$ cat config.mk
export PLATFORM = sky130hd
export DESIGN_NAME = escaped_serial_frame_receiver
export DESIGN_NICKNAME = d
export VERILOG_FILES = /design/src/rtl/core/esfr_pkg.sv /design/src/rtl/core/escaped_serial_frame_receiver.sv
export SDC_FILE = /design/constraint.sdc
export NUM_CORES = 1
export LEC_CHECK = 0
export BUFFER_PORTS_ARGS = -buffer_cell sky130_fd_sc_hd__buf_2
export CORE_ASPECT_RATIO = 0.6
export CORE_UTILIZATION = 35
export DETAILED_ROUTE_END_ITERATION = 12
export SYNTH_ARGS = -nofsm -noshare
export SYNTH_HDL_FRONTEND = slang
export SYNTH_SLANG_ARGS = --single-unit
$ cat constraint.sdc
create_clock -name clk -period 3.5 [get_ports clk]
set_clock_uncertainty 0.2 [all_clocks]
set_input_delay 0.525 -clock clk [delete_from_list [all_inputs] [get_ports clk]]
set_output_delay 0.525 -clock clk [all_outputs]
set_load 0.05 [all_outputs]
$ cat src/rtl/core/esfr_pkg.sv
// ----------------------------------------------------------------------------
// esfr_pkg
// Types and constants shared by the escaped serial frame receiver files.
// ----------------------------------------------------------------------------
`default_nettype none

package esfr_pkg;

  localparam logic [7:0] HDR_BYTE    = 8'h7E;
  localparam logic [7:0] ESC_BYTE    = 8'h7D;
  localparam logic [7:0] ESC_FOR_7D  = 8'h5D;
  localparam logic [7:0] ESC_FOR_7E  = 8'h5E;
  localparam logic [7:0] MIN_LEN     = 8'd2;
  localparam logic [7:0] CSUM_BYTES  = 8'd2;

  localparam logic [7:0] SLOT_ID_RST    = 8'hFF;
  localparam logic [7:0] MAX_LENGTH_RST = 8'd100;

  // Register index, taken from paddr bit 2.
  localparam logic REG_SLOT_ID    = 1'b0;
  localparam logic REG_MAX_LENGTH = 1'b1;

  typedef enum logic [1:0] {
    MODE_IDLE = 2'd0,
    MODE_HEAD = 2'd1,
    MODE_LEN  = 2'd2,
    MODE_BODY = 2'd3
  } mode_t;

  typedef enum logic [2:0] {
    KIND_DATA = 3'd0,
    KIND_GOOD = 3'd1,
    KIND_CSUM = 3'd2,
    KIND_LEN  = 3'd3,
    KIND_DROP = 3'd4
  } kind_t;

endpackage

`default_nettype wire

$ cat src/rtl/core/escaped_serial_frame_receiver.sv
// ----------------------------------------------------------------------------
// escaped_serial_frame_receiver
// Byte-stuffed serial frame deframer with additive and XOR checksums.
// ----------------------------------------------------------------------------
// The block takes one raw byte per transaction and accepts a new byte every
// clock cycle while its result path is not stalled. A byte first lands in an
// input register; when the output register is free, the frame state machine
// and running checksums are updated and any result is written to the output
// register. The one-cycle rate is set by the state update loop through the
// mode, escape, byte count and checksum registers. While a result waits in
// the output register, the input register holds at most one more byte and
// in_ready stays low once it holds one, until the result is taken. Payload
// bytes stream out as kind 0; every frame that passes the header ends with a
// status (good, checksum error, length error or dropped). Write slot_id at
// address 0 and max_length at address 4 only while no frame is in flight.
`default_nettype none

module escaped_serial_frame_receiver (
  input  wire logic        clk,
  input  wire logic        rst_n,
  // Input channel
  input  wire logic        in_valid,
  output logic             in_ready,
  input  wire logic [7:0]  in_rx_byte,
  // Result channel
  output logic             out_valid,
  input  wire logic        out_ready,
  output logic [2:0]       out_kind,
  output logic [7:0]       out_data,
  output logic [7:0]       out_payload_len,
  // Configuration port
  input  wire logic        psel,
  input  wire logic        penable,
  input  wire logic        pwrite,
  input  wire logic [2:0]  paddr,
  input  wire logic [31:0] pwdata,
  output logic [31:0]      prdata,
  output logic             pready
);

  import esfr_pkg::*;

  // Configuration registers
  logic [7:0] slot_id_r;
  logic [7:0] max_length_r;

  // Input register
  logic       in_vld_r;
  logic [7:0] byte_r;

  // Frame state
  mode_t      mode_r, mode_nxt;
  logic       esc_r, esc_nxt;
  logic [7:0] left_r, left_nxt;
  logic [7:0] flen_r, flen_nxt;
  logic [7:0] sadd_r, sadd_nxt;
  logic [7:0] sxor_r, sxor_nxt;
  logic       aok_r, aok_nxt;

  // Output register
  logic       out_vld_r;
  kind_t      kind_r;
  logic [7:0] data_r;
  logic [7:0] plen_r;

  // Result of the byte in the input register
  logic       res_vld;
  kind_t      res_kind;
  logic [7:0] res_data;
  logic [7:0] res_plen;

  // Body byte decode
  logic       is_hdr;
  logic       esc_bad;
  logic       esc_start;
  logic [7:0] ub;
  logic       adv;

  // --------------------------------------------------------------------------
  // Configuration port
  // --------------------------------------------------------------------------
  assign pready = 1'b1;

  always_ff @(posedge clk) begin
    if (!rst_n) begin
      slot_id_r    <= SLOT_ID_RST;
      max_length_r <= MAX_LENGTH_RST;
    end else if (psel && penable && pwrite && pready) begin
      unique case (paddr[2])
        REG_SLOT_ID:    slot_id_r    <= pwdata[7:0];
        REG_MAX_LENGTH: max_length_r <= pwdata[7:0];
        default: ;
      endcase
    end
  end

  always_comb begin
    unique case (paddr[2])
      REG_SLOT_ID:    prdata = {24'd0, slot_id_r};
      REG_MAX_LENGTH: prdata = {24'd0, max_length_r};
      default:        prdata = 32'd0;
    endcase
  end

  // --------------------------------------------------------------------------
  // Handshake: the held byte advances when the output register is free.
  // --------------------------------------------------------------------------
  assign adv      = in_vld_r && (!out_vld_r || out_ready);
  assign in_ready = !in_vld_r || adv;

  always_ff @(posedge clk) begin
    if (!rst_n) begin
      in_vld_r <= 1'b0;
    end else if (in_ready) begin
      in_vld_r <= in_valid;
    end
  end

  always_ff @(posedge clk) begin
    if (in_valid && in_ready) begin
      byte_r <= in_rx_byte;
    end
  end

  // --------------------------------------------------------------------------
  // Body byte decode. A pending escape turns the follower into its literal
  // value; an unknown follower kills the frame.
  // --------------------------------------------------------------------------
  always_comb begin
    is_hdr    = (byte_r == HDR_BYTE);
    esc_bad   = 1'b0;
    esc_start = 1'b0;
    ub        = byte_r;
    if (esc_r) begin
      if (byte_r == ESC_FOR_7D) begin
        ub = ESC_BYTE;
      end else if (byte_r == ESC_FOR_7E) begin
        ub = HDR_BYTE;
      end else begin
        esc_bad = 1'b1;
      end
    end else if (byte_r == ESC_BYTE) begin
      esc_start = 1'b1;
    end
  end

  // --------------------------------------------------------------------------
  // Next state
  // --------------------------------------------------------------------------
  always_comb begin
    mode_nxt = mode_r;
    esc_nxt  = esc_r;
    left_nxt = left_r;
    flen_nxt = flen_r;
    sadd_nxt = sadd_r;
    sxor_nxt = sxor_r;
    aok_nxt  = aok_r;
    unique case (mode_r)
      MODE_IDLE: begin
        if (is_hdr) begin
          mode_nxt = MODE_HEAD;
        end
      end
      MODE_HEAD: begin
        if (byte_r != slot_id_r) begin
          mode_nxt = MODE_IDLE;
        end else begin
          sadd_nxt = byte_r;
          sxor_nxt = byte_r;
          mode_nxt = MODE_LEN;
        end
      end
      MODE_LEN: begin
        if (byte_r < MIN_LEN || byte_r > max_length_r) begin
          mode_nxt = MODE_IDLE;
          sadd_nxt = 8'd0;
          sxor_nxt = 8'd0;
        end else begin
          flen_nxt = byte_r;
          left_nxt = byte_r;
          sadd_nxt = sadd_r + byte_r;
          sxor_nxt = sxor_r ^ byte_r;
          aok_nxt  = 1'b0;
          esc_nxt  = 1'b0;
          mode_nxt = MODE_BODY;
        end
      end
      MODE_BODY: begin
        if (is_hdr || esc_bad) begin
          // A bare header restarts the frame at once.
          mode_nxt = is_hdr ? MODE_HEAD : MODE_IDLE;
          esc_nxt  = 1'b0;
          left_nxt = 8'd0;
          flen_nxt = 8'd0;
          sadd_nxt = 8'd0;
          sxor_nxt = 8'd0;
          aok_nxt  = 1'b0;
        end else if (esc_start) begin
          esc_nxt = 1'b1;
        end else begin
          esc_nxt = 1'b0;
          if (left_r > CSUM_BYTES) begin
            left_nxt = left_r - 8'd1;
            sadd_nxt = sadd_r + ub;
            sxor_nxt = sxor_r ^ ub;
          end else if (left_r == CSUM_BYTES) begin
            left_nxt = 8'd1;
            aok_nxt  = (ub == sadd_r);
          end else begin
            mode_nxt = MODE_IDLE;
            left_nxt = 8'd0;
            flen_nxt = 8'd0;
            sadd_nxt = 8'd0;
            sxor_nxt = 8'd0;
            aok_nxt  = 1'b0;
          end
        end
      end
      default: mode_nxt = MODE_IDLE;
    endcase
  end

  // --------------------------------------------------------------------------
  // Result
  // --------------------------------------------------------------------------
  always_comb begin
    res_vld  = 1'b0;
    res_kind = KIND_DATA;
    res_data = 8'd0;
    res_plen = 8'd0;
    unique case (mode_r)
      MODE_IDLE: ;
      MODE_HEAD: begin
        if (byte_r != slot_id_r) begin
          res_vld  = 1'b1;
          res_kind = KIND_DROP;
        end
      end
      MODE_LEN: begin
        if (byte_r < MIN_LEN || byte_r > max_length_r) begin
          res_vld  = 1'b1;
          res_kind = KIND_LEN;
        end
      end
      MODE_BODY: begin
        if (is_hdr || esc_bad) begin
          res_vld  = 1'b1;
          res_kind = KIND_DROP;
        end else if (!esc_start) begin
          if (left_r > CSUM_BYTES) begin
            res_vld  = 1'b1;
            res_kind = KIND_DATA;
            res_data = ub;
          end else if (left_r != CSUM_BYTES) begin
            res_vld = 1'b1;
            if (aok_r && (ub == sxor_r)) begin
              res_kind = KIND_GOOD;
              res_plen = flen_r - CSUM_BYTES;
            end else begin
              res_kind = KIND_CSUM;
            end
          end
        end
      end
      default: ;
    endcase
  end

  // --------------------------------------------------------------------------
  // Registers
  // --------------------------------------------------------------------------
  always_ff @(posedge clk) begin
    if (!rst_n) begin
      mode_r <= MODE_IDLE;
      esc_r  <= 1'b0;
      left_r <= 8'd0;
      flen_r <= 8'd0;
      sadd_r <= 8'd0;
      sxor_r <= 8'd0;
      aok_r  <= 1'b0;
    end else if (adv) begin
      mode_r <= mode_nxt;
      esc_r  <= esc_nxt;
      left_r <= left_nxt;
      flen_r <= flen_nxt;
      sadd_r <= sadd_nxt;
      sxor_r <= sxor_nxt;
      aok_r  <= aok_nxt;
    end
  end

  always_ff @(posedge clk) begin
    if (!rst_n) begin
      out_vld_r <= 1'b0;
    end else if (!out_vld_r || out_ready) begin
      out_vld_r <= adv && res_vld;
    end
  end

  always_ff @(posedge clk) begin
    if (adv && res_vld) begin
      kind_r <= res_kind;
      data_r <= res_data;
      plen_r <= res_plen;
    end
  end

  assign out_valid       = out_vld_r;
  assign out_kind        = kind_r;
  assign out_data        = data_r;
  assign out_payload_len = plen_r;

endmodule

`default_nettype wire

* Word level (Yosys, flattened, before mapping) *
Cells that the tools add are included.

word-level totals
  bits of input ports = 50
  output and inout port bits = 54
  word-level logic and storage cells = 137
  register bits = 81

operators by class
  bitwise logic cells = 7
  equal/unequal tests = 19
  magnitude comparators = 3
  add/sub/neg operators = 4
  muxes and demuxes = 64
  reductions and logical operators = 25

operator list
  cell                 number
  $mux 8               20
  $pmux 32 s2          1
  $pmux 8 s3           2
  $eq 8x7->1 const B   4
  $pmux 8 s2           2
  $mux 2               12
  $mux 1               20
  $add 8x8->8          2
  $eq 8x8->1           2
  $xor 8x8->8          2
  $reduce_and 5->1     3
  $ne 3x3->1 const B   3
  $pmux 3 s3           1
  $eq 8x2->1 const B   1
  $gt 8x2->1 const B   1
  $gt 8x8->1           1
  $lt 8x2->1 const B   1
  $ne 8x2->1 const B   1
  $ne 8x8->1           1
  $pmux 2 s4           1
  $sub 8x1->8 const B  1
  $sub 8x2->8 const B  1
  $logic_and 1x1->1    6
  $mux 3               2
  18 further kinds     31

* Logic depth before layout (Yosys ltp) *
Gate-level depths: netlist of run 1.

  depth after elaboration = 12
  depth in mapped cells = 12
  mapped depth without buffers = 11

* Worst setup path after synthesis of run 1 *
OpenSTA, ideal clock, no wires.

  path kind = reg-to-reg
  from = register byte_r[0]
  to = register left_r[3]
  stages on the path, launching flop included = 12
  library setup time = 116 ps
  path buffers = 2
  required time = 3184 ps
  arrival time = 2463 ps
  period minus slack after synthesis = 2779 ps
  slack = 721 ps
  cell sequence = edfxtp_1 -> buf_2 -> inv_1 -> ha_1 -> nand4_1 -> or2_2 -> o31ai_1 -> a31oi_4 -> buf_2 -> a21oi_2 -> a21oi_1 -> a31o_2

between the ends
  longest elaborated chain between the ends = 7
  elaborated cells on any way between the ends = 18
  classes of those cells = order compare: 2; eq/ne: 6; mux: 7; reduce/logical: 3

RTL lines
  element                                                   line                                  text
  start: declaration                                        escaped_serial_frame_receiver.sv:49   logic [7:0] byte_r;
  start signal: assignment                                  escaped_serial_frame_receiver.sv:121  byte_r <= in_rx_byte;
  $eq 8x7->1                                                escaped_serial_frame_receiver.sv:137  end else if (byte_r == ESC_FOR_7E) begin
  $mux 1                                                    escaped_serial_frame_receiver.sv:137
  $mux 1                                                    escaped_serial_frame_receiver.sv:135  if (byte_r == ESC_FOR_7D) begin
  $mux 1                                                    escaped_serial_frame_receiver.sv:134  if (esc_r) begin
  $logic_or 1x1->1                                          escaped_serial_frame_receiver.sv:189  if (is_hdr || esc_bad) begin
  $ne 3x3->1 (no line) or $mux 8 (tied branches)            -
  $reduce_and 4->1 (no line) or $pmux 8 s2 (tied branches)  -
  end signal: assignment                                    escaped_serial_frame_receiver.sv:284  left_r <= left_nxt;
  end: declaration                                          escaped_serial_frame_receiver.sv:54   logic [7:0] left_r, left_nxt;

Parallel ways exist; a longest one is shown, timed or not.
A chain may end at the register's enable or synchronous reset.

* Worst setup path in the final report of run 1 *
  from = register byte_r[3]
  to = register data_r[5], in the netlist out_data[5] (enable)

between the ends
  longest elaborated chain between the ends = 8
  elaborated cells on any way between the ends = 20
  classes of those cells = order compare: 2; eq/ne: 5; mux: 10; reduce/logical: 3

RTL lines
  element                 line                                  text
  $eq 8x7->1              escaped_serial_frame_receiver.sv:137
  $mux 1                  escaped_serial_frame_receiver.sv:137
  $mux 1                  escaped_serial_frame_receiver.sv:135
  $mux 1                  escaped_serial_frame_receiver.sv:134
  $logic_or 1x1->1        escaped_serial_frame_receiver.sv:246  if (is_hdr || esc_bad) begin
  $mux 1                  escaped_serial_frame_receiver.sv:246
  $pmux 1 s3 *            escaped_serial_frame_receiver.sv:231  unique case (mode_r)
  $logic_and 1x1->1 *     escaped_serial_frame_receiver.sv:301  if (adv && res_vld) begin
  end signal: assignment  escaped_serial_frame_receiver.sv:303  data_r <= res_data;
  end: declaration        escaped_serial_frame_receiver.sv:63   logic [7:0] data_r;

Mark *: on every way between the ends. The rest lies on a longest branch, timed or not.

==> key figures, run 1 <==
Status
  • Status: completed

GRT
  • Vias in the first global route: approximately 4200
  • Largest net degree at the start of global routing: 33
  • First-pass GRT wire length: between 20000 and 25000 um
  • GR Util All Layers: between 10% and 20%
  • Gr ovfl total: 0
  • Initial antenna violation count: 0

Cells and area
  • Fraction of layout cells with a size suffix above 1: 17.7%
  • Multi-input gate area: around 2900 um2
  • N_diodes: 0
  • Syn-to-layout area delta: 13.4%
  • Area occupied by registers: between 1500 and 2000 um2
  • Nets: 699
  • FILL cells: roughly 1400

Place
  • Hpwl dp: roughly 10000 um
  • Port Buf Inserts: between 50 and 60
  • Global placer's final weighted congestion: ~0.9

STA
  • Final worst path period share: 89.0%
  • Final Max Tran Viols: 0
  • Final hold violation count: 0
  • Maximum clock rate: around 320 MHz
  • Final setup violation count: 0
  • Unrepaired setup endpoints after global routing: no
  • Setup_tns: 0 ps
  • Min Tclk post-route: 3110 ps
  • Worst slew pin tran: around 860 ps
  • Relative slew slack: a little over two fifths

Worst setup path
  • Highest cell delay on the worst timing path: 730 ps
  • CP endpoint kind: flop
  • Worst Path Class, Setup: reg2reg
  • CP arrival: approximately 2900 ps
  • Crit-path cells: or4_1 -> or4_4 -> a21oi_1 -> o21a_1
  • Worst-path maximum fanout: 20
  • RR Startpoint: byte_r[3]
  • R2R cell count: 4
  • Slowest CP cell: o21a_1
  • Worst Path Required: 3270 ps
  • R2r setup slk: 390 ps
  • Reg-to-reg endpoint: out_data[5]
  • CP Launch Type: flop

Clocking
  • Sink Count: 81
  • Root buffer cell: clkbuf_16
  • Clock transition at path regs: approximately 70 ps
  • Resized Gates After CTS: 0
  • CTS H-Tree Depth: 3
  • CTS Buf Count: 9
  • Hold_buf cts: 0
  • Clock Latency Late Sink: about 350 ps
  • Post-CTS Setup Repair Bufs: 0
  • CTS tree: built
  • Maximum clock path buffer count: 2

Die
  • Core Rows: 33
  • Die Height: around 96 um
  • Die width: between 150 and 200 um
  • Number of I/O pins: approximately 100
  • Core Area: 14000 um2
  • Initial core utilization: between 30 and 40%
  • Full die area: about 15000 um2

Job
  • Max_cap viols: 0

Pwr
  • VDD IR max: slightly above 200 uV
  • PD cells: just over 400 nW/um2
  • Leakage power: approximately 2.4 nW
  • Tot Pwr: 2.37 mW

Drt
  • Vias per cell: 5.36
  • DRC viols: 0
  • DR iter-0 viols: around 380
  • Antenna Nets Post-Route: 0
  • Avg WL per Cell: 16.7 um
  • WL final: roughly 14000 um
  • Pre-antenna DRT Iters: 6
  • Routed vias: around 4400

Logic synthesis
  • Yosys top cell area share: a little over a fifth
  • Seq cells post-synth: about 80
  • Mapped Area: 5110 um2
  • Ys async rst share: 0%
  • Synth top area cells: dfxtp_1, edfxtp_1, ha_1, xnor2_1, o21ai_0
  • Top FF cell, synth: dfxtp_1
  • Synth area leader: dfxtp_1
  • Syn Area/Cell: about 8.8 um2
  • Post-synthesis sequential area ratio: approximately 37%
  • Post-synth EDFFs: 27
  • Number of distinct library cells after synthesis: 65
  • Total number of yosys warnings: 0
  • Gate Count Post-Synth: around 580

Hold path
  • Hold Path Sink: byte_r[1]
  • Hold path start: in_rx_byte[1]
  • Worst Hold Class: in2reg
  • Hold depth: 1
-- state kept, by name, summed over array words and instances (netlist names) --
name and flops:
aok_r 1, byte_r 8, esc_r 1, flen_r 8, in_vld_r 1, left_r 8, max_length_r 8, mode_r 2
out_data 8, out_kind 3, out_payload_len 8, out_valid 1, sadd_r 8, slot_id_r 8, sxor_r 8
-- power by group --
part | internal [mW] | total (mW) | leakage (nW) | switching, mW
logic | 0.0916 | 0.294 | 1.53 | 0.202
registers | 0.981 | 1.00 | 0.736 | 0.0210
clock network | 0.639 | 1.07 | 0.163 | 0.430
total | 1.71 | 2.37 | 2.43 | 0.653
-- through the flow --
| step | area [um2] | hold slack [ps] | utilization [%] | setup slack (ps) | std cells |
|---|---|---|---|---|---|
| after floorplan | 5200 | 253 | - | 721 | 605 |
| after global placement | 5470 | 275 | 39.2 | 410 | 802 |
| after detailed placement | 5470 | 276 | 39.2 | 399 | 802 |
| after CTS | 5800 | 154 | 41.6 | 382 | 818 |
| after global routing | 5800 | 155 | 41.6 | 217 | 818 |
| final | 5800 | 162 | 41.6 | 386 | 818 |
-- critical path: cells and delay by family, from the launching register on --
family / cells / cell delay, ps
flops: 1 / 550
simple gates: 2 / 1040
compound gates: 2 / 950
-- synthesized netlist by cell type, types with 14 or more instances --
cell type  count
nor2_1        40
nor2b_1       15
nand3_1       17
inv_1         21
nand2_1       50
ha_1          26
o21ai_0       44
dfxtp_1       54
edfxtp_1      27
buf_4         26
nand4_1       14
a21oi_1       32
xnor2_1       28
clkbuf_1      26
-- cell type report --
cell class	count	share of cell area, %
multi-input cells	440	49.6
repair buffers	68	6.56
clock inverters	7	1.83
clock buffers	9	3.88
flip-flops and latches	81	32.6
inverters	21	1.36
well taps	192	4.14
-- worst max path at each step --
stage,startpoint,end,cells past startpoint
floorplan,byte_r[0],left_r[3],11
global placement,byte_r[3],out_payload_len[6],4
detailed placement,byte_r[3],out_data[5],4
CTS,byte_r[3],out_data[5],4
global route,byte_r[4],sadd_r[7],10
finish,byte_r[3],out_data[5],4
-- layer usage --
layer  vias to the layer above  global-route usage (%)  routed length [um]
li1                       2123                       -                   -
met1                      2087                    26.7                6840
met2                       163                    29.3                5810
met3                        14                    3.59                 845
met4                         0                    6.57                 150
met5                         -                       0                   0
-- kinds of logic after synthesis --
| kind of cell | synth area share, % |
|---|---|
| mux | 1.96 |
| fa+ha+maj | 7.14 |
| flops | 37.0 |
| other cells | 0.147 |
| compound gates | 20.8 |
| xor+xnor | 5.99 |
| simple gates | 18.5 |
| buf+inv | 8.44 |
-- placed cells by master, fill, tap and decap left out, types with 4 or more instances in the layout --
cell type and n:
a21boi_0 9, a21o_1 7, a21oi_1 32, a221oi_1 6, a31o_2 4, a31oi_1 8, a32o_1 9, and2_1 5
and3_1 8, buf_2 52, buf_4 16, clkbuf_16 9, conb_1 25, dfxtp_1 54, edfxtp_1 27, ha_1 26
inv_1 21, mux2_2 8, nand2_1 50, nand2b_1 4, nand3_1 17, nand4_1 14, nor2_1 40, nor2b_1 15
nor3_1 8, o211ai_1 7, o21a_1 8, o21ai_0 44, o31ai_1 4, xnor2_1 28, xor2_1 7
Note: power is estimated with default switching activity, not from simulation.
==> run 2, diff against run 1 <==
==> constraint.sdc (replaced) <==
create_clock -name clk -period 3.7 [get_ports clk]
set_clock_uncertainty 0.2 [all_clocks]
set_input_delay 0.555 -clock clk [delete_from_list [all_inputs] [get_ports clk]]
set_output_delay 0.555 -clock clk [all_outputs]
set_load 0.05 [all_outputs]
==> run 2 against run 1 <==
  * Sequential power is 4% lower
  * Combinational power down 9.2%
  * Fmax shrank 2.2%
  * Critical path depth rose by 5
  * Wire length down 0.13%
  * Critical path type unchanged
  * Highest routed layer unchanged
==> key figures, run 2 (synthesized netlist as in run 1, its figures left out) <==
Clocking
  • Hold_buf cts: 0 (unchanged)
  • Resized Gates After CTS: 0 (unchanged)
  • Clock transition at path regs: 70 ps (about the same)
  • Root buffer cell: clkbuf_16 (unchanged)
  • Post-CTS Setup Repair Bufs: 0 (unchanged)
  • CTS Buf Count: 9 (unchanged)
  • Sink Count: 81 (unchanged)
  • Clock Latency Late Sink: 350 ps (about the same)
  • CTS H-Tree Depth: 3 (unchanged)
  • Maximum clock path buffer count: 2 (unchanged)
  • CTS tree: built (unchanged)

Place
  • Global placer's final weighted congestion: 0.867 (was 0.897)
  • Hpwl dp: 9940 um (was 9870 um)
  • Port Buf Inserts: 52 (unchanged)

STA
  • Relative slew slack: 42.7% (was 43.0%)
  • Final setup violation count: 0 (unchanged)
  • Worst slew pin tran: 859 ps (was 856 ps)
  • Final worst path period share: 86.0% (was 89.0%)
  • Final hold violation count: 0 (unchanged)
  • Min Tclk post-route: 3180 ps (was 3110 ps)
  • Final Max Tran Viols: 0 (unchanged)
  • Hold_ws: 186 ps (was 162 ps)
  • Maximum clock rate: 314 MHz (was 321 MHz)
  • Unrepaired setup endpoints after global routing: no (unchanged)
  • Setup_tns: 0 ps (unchanged)

Cells and area
  • Area occupied by registers: 1890 um2 (unchanged)
  • N_diodes: 0 (unchanged)
  • Nets: 696 (was 699)
  • Most common cell after layout, fill and taps aside: dfxtp_1 (unchanged)
  • Most frequent cells in the layout: dfxtp_1, buf_2, nand2_1 (unchanged)
  • Syn-to-layout area delta: 13.0% (was 13.4%)
  • FILL cells: 1390 (was 1411)
  • Multi-input gate area: 2880 um2 (unchanged)
  • Fraction of layout cells with a size suffix above 1: 17.3% (was 17.7%)

Die
  • Die Height: 95.6 um (unchanged)
  • Number of I/O pins: 104 (unchanged)
  • Core Area: 14000 um2 (unchanged)
  • Die width: 158 um (unchanged)
  • Initial core utilization: 36.7% (unchanged)
  • Full die area: 15100 um2 (unchanged)
  • Core Rows: 33 (unchanged)

Worst setup path
  • Worst Path Required: 3740 ps (was 3270 ps)
  • Worst setup startpoint: byte_r[0] (was byte_r[3])
  • CP endpoint kind: flop (unchanged)
  • R2r setup slk: 520 ps (was 390 ps)
  • CP arrival: 3220 ps (was 2890 ps)
  • Worst Path Class, Setup: reg2reg (unchanged)
  • CP Launch Type: flop (unchanged)
  • RR Startpoint: byte_r[0] (was byte_r[3])
  • Worst-path maximum fanout: 14 (was 20)

Drt
  • Antenna Nets Post-Route: 0 (unchanged)
  • WL final: 13600 um (about the same)
  • Pre-antenna DRT Iters: 5 (was 6)
  • Avg WL per Cell: 16.7 um (about the same)
  • DRC viols: 0 (unchanged)
  • DR iter-0 viols: 304 (was 383)
  • Routed vias: 4382 (was 4387)
  • Vias per cell: 5.38 (was 5.36)

Pwr
  • Tot Pwr: 2.25 mW (was 2.37 mW)
  • VDD IR max: 179 uV (was 201 uV)
  • PD cells: 390 nW/um2 (was 408 nW/um2)
  • Leakage power: 2.42 nW (was 2.43 nW)

GRT
  • Largest net degree at the start of global routing: 31 (was 33)
  • Initial antenna violation count: 0 (unchanged)
  • First-pass GRT wire length: 21500 um (was 21800 um)
  • Gr ovfl total: 0 (unchanged)
  • Vias in the first global route: 4074 (was 4230)
  • GR Util All Layers: 18.8% (was 19.1%)

Hold path
  • Hold path start: in_rx_byte[7] (was in_rx_byte[1])
  • Worst Hold Class: in2reg (unchanged)

Job
  • Max_cap viols: 0 (unchanged)

Status
  • Status: completed (unchanged)
-- run 2: cell count changes in the layout (fill, tap and decap cells not counted) --
cell   delta
buf_4     -3
inv_6     -1
inv_8     +1
-- run 2: layer usage --
metal	up-vias	share of wire, %	GRT usage, %
met4	0	1.2	4.81
li1	2114	-	-
met2	159	40	27.0
met5	-	0	0
met1	2091	52	27.6
met3	18	6.2	4.64
-- run 2: critical path: stages, from the launching register on --
cell and delay (ps):
edfxtp_1 640, inv_1 200, ha_1 320, nand4_1 110, or2_2 300, o31ai_1 390
a31oi_4 160, a21oi_2 410, a21oi_1 120, a31o_2 220
-- run 2: path summary, 6_finish.rpt --
path / to / depth (start not counted)
worst max-delay path: left_r[5] / 9
worst min-delay path: byte_r[7] / 1
worst max register to register: left_r[5] / 9
worst min register to register: max_length_r[7] / 2
-- run 2: final cells by class --
cell class / instances / area share, %
well taps: 192 / 4.16
repair buffers: 65 / 6.19
clock inverters: 7 / 1.88
flip-flops and latches: 81 / 32.7
inverters: 21 / 1.36
clock buffers: 9 / 3.90
multi-input cells: 440 / 49.8
-- run 2: stage by stage --
| step | util [%] | cells | instance area [um2] | setup slack (ps) |
|---|---|---|---|---|
| CTS | 41.4 | 815 | 5780 | 506 |
| floorplan | - | 605 | 5200 | 921 |
| finish | 41.4 | 815 | 5780 | 518 |
| global placement | 39.0 | 799 | 5450 | 572 |
| global route | 41.4 | 815 | 5780 | 300 |
| detailed placement | 39.0 | 799 | 5450 | 516 |
-- run 2: power by group --
group / internal, mW / leakage [nW] / total [mW] / switching, mW
combinational: 0.0865 / 1.52 / 0.267 / 0.181
clock: 0.607 / 0.164 / 1.03 / 0.420
sequential: 0.928 / 0.736 / 0.958 / 0.0296
total: 1.62 / 2.42 / 2.25 / 0.630
